### src/hw/rtl/swet_pkg.sv
// shared types, constants and the c*log2(c) table for the entropy tracker
`timescale 1ns / 1ps
package swet_pkg;

  // defaults of the top-level parameters
  localparam int ENTRIES_DEF  = 256;
  localparam int KEY_BITS_DEF = 32;

  // fixed field widths
  localparam int KEY_W   = 32;
  localparam int CNT_W   = 9;
  localparam int WIN_W   = 9;
  localparam int ENT_W   = 20;
  localparam int DK_W    = 9;
  localparam int ST_W    = 2;

  // fixed-point format and table
  localparam int FRAC_BITS = 16;
  localparam int ROM_DEPTH = 512;
  localparam int ROM_AW    = 9;
  localparam int LW        = 29;
  localparam int SW        = 28;
  localparam int PW        = CNT_W + LW;

  localparam logic [CNT_W-1:0] ITEM_CAP = CNT_W'(256);
  localparam logic [ENT_W-1:0] ENT_MAX  = '1;
  localparam logic [WIN_W-1:0] WIN_RESET = WIN_W'(256);

  // status bits
  localparam int STAT_FULL   = 0;
  localparam int STAT_ABSENT = 1;

  // register map
  localparam int  APB_AW          = 3;
  localparam logic REG_WINDOW_SIZE = 1'b0;

  // last step of the sum sequence
  localparam logic [2:0] SUM_LAST = 3'd5;

  typedef logic [LW-1:0] rom_t [ROM_DEPTH];

  typedef enum logic [3:0] {
    ST_CLEAR,
    ST_IDLE,
    ST_SCAN,
    ST_DECIDE,
    ST_SUM,
    ST_MUL,
    ST_DSTART1,
    ST_DIV1,
    ST_SUB,
    ST_DSTART2,
    ST_DIV2,
    ST_DONE
  } state_t;

  typedef struct packed {
    logic clear;
    logic load;
    logic scan;
    logic decide;
    logic sum;
    logic mul;
    logic div_start;
    logic div_sel;
    logic sub;
    logic finish;
  } swet_cmd_t;

  typedef struct packed {
    logic clear_done;
    logic scan_done;
    logic sum_done;
    logic div_busy;
  } swet_st_t;

  // c*log2(c) table, log2 by repeated squaring of the mantissa
  function automatic rom_t build_rom();
    rom_t        r;
    logic [63:0] y;
    logic [63:0] frac;
    logic [63:0] lg;
    int          k;
    for (int c = 0; c < ROM_DEPTH; c++) begin
      if (c < 2) begin
        r[c] = '0;
      end else begin
        k = 0;
        for (int b = 1; b < ROM_AW; b++) begin
          if ((c >> b) != 0) k = b;
        end
        y = (64'(c) << 31) >> k;
        frac = '0;
        for (int i = 0; i < 30; i++) begin
          y = (y * y) >> 31;
          if (y >= 64'h1_0000_0000) begin
            frac = frac | (64'd1 << (29 - i));
            y = y >> 1;
          end
        end
        lg = (64'(k) << 30) | frac;
        r[c] = LW'((64'(c) * lg) >> (30 - FRAC_BITS));
      end
    end
    return r;
  endfunction

endpackage

### src/hw/rtl/swet_ctrl.sv
// sequencer for clearing, search, update and the entropy divisions
`timescale 1ns / 1ps
module swet_ctrl (
  input  logic                clk,
  input  logic                rst,
  input  logic                in_valid,
  output logic                in_ready,
  output logic                out_valid,
  input  logic                out_ready,
  output swet_pkg::swet_cmd_t cmd,
  input  swet_pkg::swet_st_t  st
);
  import swet_pkg::*;

  state_t state, state_next;

  // state register and result valid
  always_ff @(posedge clk) begin
    if (rst) begin
      state     <= ST_CLEAR;
      out_valid <= 1'b0;
    end else begin
      state <= state_next;
      if (cmd.finish) out_valid <= 1'b1;
      else if (out_ready) out_valid <= 1'b0;
    end
  end

  // next state and commands
  always_comb begin
    state_next = state;
    cmd        = '0;
    in_ready   = 1'b0;
    case (state)
      ST_CLEAR: begin
        cmd.clear = 1'b1;
        if (st.clear_done) state_next = ST_IDLE;
      end
      ST_IDLE: begin
        in_ready = 1'b1;
        if (in_valid) begin
          cmd.load   = 1'b1;
          state_next = ST_SCAN;
        end
      end
      ST_SCAN: begin
        cmd.scan = 1'b1;
        if (st.scan_done) state_next = ST_DECIDE;
      end
      ST_DECIDE: begin
        cmd.decide = 1'b1;
        state_next = ST_SUM;
      end
      ST_SUM: begin
        cmd.sum = 1'b1;
        if (st.sum_done) state_next = ST_MUL;
      end
      ST_MUL: begin
        cmd.mul    = 1'b1;
        state_next = ST_DSTART1;
      end
      ST_DSTART1: begin
        cmd.div_start = 1'b1;
        state_next    = ST_DIV1;
      end
      ST_DIV1: begin
        if (!st.div_busy) state_next = ST_SUB;
      end
      ST_SUB: begin
        cmd.sub    = 1'b1;
        state_next = ST_DSTART2;
      end
      ST_DSTART2: begin
        cmd.div_start = 1'b1;
        cmd.div_sel   = 1'b1;
        state_next    = ST_DIV2;
      end
      ST_DIV2: begin
        cmd.div_sel = 1'b1;
        if (!st.div_busy) state_next = ST_DONE;
      end
      ST_DONE: begin
        if (!out_valid || out_ready) begin
          cmd.finish = 1'b1;
          state_next = ST_IDLE;
        end
      end
      default: state_next = ST_CLEAR;
    endcase
  end

  // an accepted beat goes straight into the search
  a_accept_scan: assert property (@(posedge clk) disable iff (rst)
    in_valid && in_ready |=> state == ST_SCAN) else $error("accepted beat not searched");

  // a taken result with nothing behind it drops valid
  a_out_drop: assert property (@(posedge clk) disable iff (rst)
    out_valid && out_ready && !cmd.finish |=> !out_valid) else $error("result beat repeated");

  // a finished item always shows up as a result
  a_finish_valid: assert property (@(posedge clk) disable iff (rst)
    cmd.finish |=> out_valid) else $error("finished result not presented");

endmodule

### config.mk
export PLATFORM = sky130hd
export DESIGN_NAME = swet_ctrl
export DESIGN_NICKNAME = d
export VERILOG_FILES = /design/src/hw/rtl/swet_pkg.sv /design/src/hw/rtl/swet_ctrl.sv
export SDC_FILE = /design/constraint.sdc
export NUM_CORES = 1
export LEC_CHECK = 0
export BUFFER_PORTS_ARGS = -buffer_cell sky130_fd_sc_hd__buf_2
export CAP_MARGIN = 40
export CORE_AREA = 2 2 39 41
export DETAILED_ROUTE_END_ITERATION = 16
export DIE_AREA = 0 0 41 43
export GPL_TIMING_DRIVEN = 1
export HOLD_SLACK_MARGIN = 0.03
export MAX_ROUTING_LAYER = met4
export PLACE_DENSITY_LB_ADDON = 0.08
export SETUP_SLACK_MARGIN = 0.05
export SLEW_MARGIN = 40
export SYNTH_ARGS = -nofsm -noshare
export SYNTH_HDL_FRONTEND = slang
export SYNTH_SLANG_ARGS = --single-unit
### constraint.sdc
create_clock -name clk -period 4.03 [get_ports clk]
set_input_delay 0.2015 -clock clk [delete_from_list [all_inputs] [get_ports clk]]
set_output_delay 0.2015 -clock clk [all_outputs]
set_load 0.05 [all_outputs]
==> summary.txt <==
Global route
  • First-pass GRT wire length: 1790 um
  • M3 GR Usage: 6.28%
  • M2 GR Usage: 18.8%
  • Gr ovfl total: 0
  • GRT Total Usage: 14.9%
  • Initial antenna violation count: 0
  • Vias in the first global route: 401
  • Pin count of the biggest net entering global routing: 20
  • Met1 usage: a little over a fifth
  • Grt peak-use layer: met1

Synth
  • Top cells by area, synth: dfxtp_1, nor3_1, nand2b_1
  • Mapped Area: 502 um2
  • Synth top area share: about a fifth
  • Seq cells post-synth: 5
  • Ys Warns: 0
  • Mean Syn Cell Area: 7.84 um2
  • Net count of the mapped netlist: 72
  • Async set-reset flop share out of synthesis: 0%
  • Cell taking the most area after synthesis: dfxtp_1
  • Post-synthesis cell count: 64
  • Seq/Total Area, Yosys: around a fifth
  • Synth Flop Type: dfxtp_1
  • Unique masters post-synth: 29
  • Number of flops mapped to enable cells by yosys: 0

Timing
  • Worst-case clock skew: approximately 0.0064 ns
  • Worst Tran Pin Value: 0.612 ns
  • F_max: approximately 0.5 GHz
  • Fin. Hold Viols: 0
  • RSZ-0062 raised after global routing: no
  • Final hold slack: 0.225 ns
  • Fin. max-slew vios: 0
  • TNS Setup: 0 ns
  • Max_slew headroom: 59.1%
  • Final worst path period share: 49.0%
  • Count of endpoints failing setup in the final report: 0
  • Post-route minimum period: about 2 ns

Finish
  • Area growth syn-to-layout: 19.2%
  • Commonest non-fill, non-tap cells in the layout: buf_2, nor3_1, nand2b_1, nand2_1, dfxtp_1
  • Non-Filler Instances: between 90 and 100
  • Ant diodes: 0
  • Proportion of layout cells with a drive suffix above 1: 33.8%
  • NumNets Final: 89
  • Final core utilization: about 43%
  • Most common cell after layout, fill and taps aside: buf_2

Setup path
  • Startpoint types: flop
  • Crit path max fanout: 19
  • Req. time, crit path: 3.83 ns
  • WP data arrival: 1.77 ns
  • CP Capture Type: primary output
  • Critical path class: flop to primary output

Floorplanning
  • Die height: approximately 43 um
  • Die width: 41 um
  • Top-level port count: 20
  • FP Rows: 14
  • Core ar.: 0.00138 mm2
  • Initial Utilization: 36.3%
  • Die footprint: 0.00176 mm2

Pwr
  • Pwr Total: 0.440 mW
  • P per Cell Area: 736 mW/mm2
  • Max IR drop VDD: 0.348 mV
  • Pleak: ~0.23 nW

CTS
  • Root Buffer Master: clkbuf_4
  • Max Root-Sink Buffers: 2
  • Num CTS Buffers: 3
  • Register clock-pin slew on the reported worst setup and hold paths: 0.05 ns
  • Worst skew pair latency: 0.24 ns
  • Hold_buf cts: 0
  • CTS tree: done
  • # Post-CTS Setup Buffers: 0
  • CTS sink cnt: 5
  • Post-CTS sizing: 0
  • H-Tree Level Count: 1

Place
  • Final GP Congestion: 0.697
  • HPWL after detailed placement: 769 um
  • Buffers added on ports: 19
  • Dpl cells: 92

Min path
  • Hold WC Path Type: input pin to flop

Route
  • Vias/cell: 5.17
  • DRT Pass-1 Iters: 5
  • Wirelength per Cell: 11.6 um
  • Initial DRC Count: 14
  • Via count: just under 500
  • Final ANT Viol Nets: 0
  • Routed WL: between 1000 and 1500 um
  • DRC: 0

Flow run
  • Max-cap viol count: 0

Status
  • Status: completed
cells by family (layout without fill, tap and decap cells):
kind of cell | after synthesis | after routing | synth area share, %
AND/OR/NAND/NOR | 37 | 37 | 45.4
AO/OA/AOI/OAI | 11 | 11 | 19.5
buffers and inverters | 8 | 24 | 9.72
flip-flops | 5 | 5 | 20.0
XOR/XNOR | 2 | 2 | 3.49
multiplexers | 1 | 1 | 2.00
per-layer routing:
layer	wire, um	part of all wire (%)	vias up
met5	0	0	-
met4	0	0	0
met3	50	4.5	0
met2	474	43	9
met1	587	53	219
li1	-	-	268
critical path, stage by stage (launching register included):
cell	delay, ns
dfxtp_1	0.70
nand2_1	0.18
nor3_1	0.23
and2_1	0.16
buf_2	0.26
Yosys cell counts (2+ instances only):
cell / number
a21oi_1: 2
nand2b_1: 5
nor2_1: 4
buf_4: 3
clkbuf_1: 3
nor3_1: 7
nand3b_1: 4
dfxtp_1: 5
or4b_1: 3
a21oi_2: 2
nand2_1: 5
nor4_1: 2
or3b_1: 3
layout make-up:
class	count	area (um2)
clock buffers	4	26.3
flip-flops and latches	5	100
fillers	153	786
multi-input cells	51	353
well taps	16	20.0
repair buffers	19	95.1
inverters	1	3.75
path summary, 6_finish.rpt:
kind | startpoint | cells past startpoint | slack [ns] | to
max | state[0] | 4 | 2.06 | cmd[8]
min | rst | 2 | 0.22 | state[0]
max reg2reg | state[0] | 4 | 2.21 | state[1]
min reg2reg | out_valid | 2 | 0.53 | out_valid
stage by stage:
step / instance area [um2] / setup slack (ns)
4_1_cts: 598 / 2.05
6_report: 598 / 2.06
3_5_place_dp: 572 / 2.21
3_3_place_gp: 572 / 2.22
2_1_floorplan: 502 / 1.51
5_1_grt: 598 / 1.88
power by group:
group          total (mW)  leakage (nW)  internal [mW]  switching, mW
logic               0.257         0.170         0.0895          0.168
registers           0.124        0.0408         0.0629         0.0614
clock network      0.0587        0.0150         0.0375         0.0212
total               0.440         0.226          0.190          0.250
registers in the layout, indices dropped and copies added, names as in the netlist:
register,count
out_valid,1
state,4
Note: power is estimated with default switching activity, not from simulation.
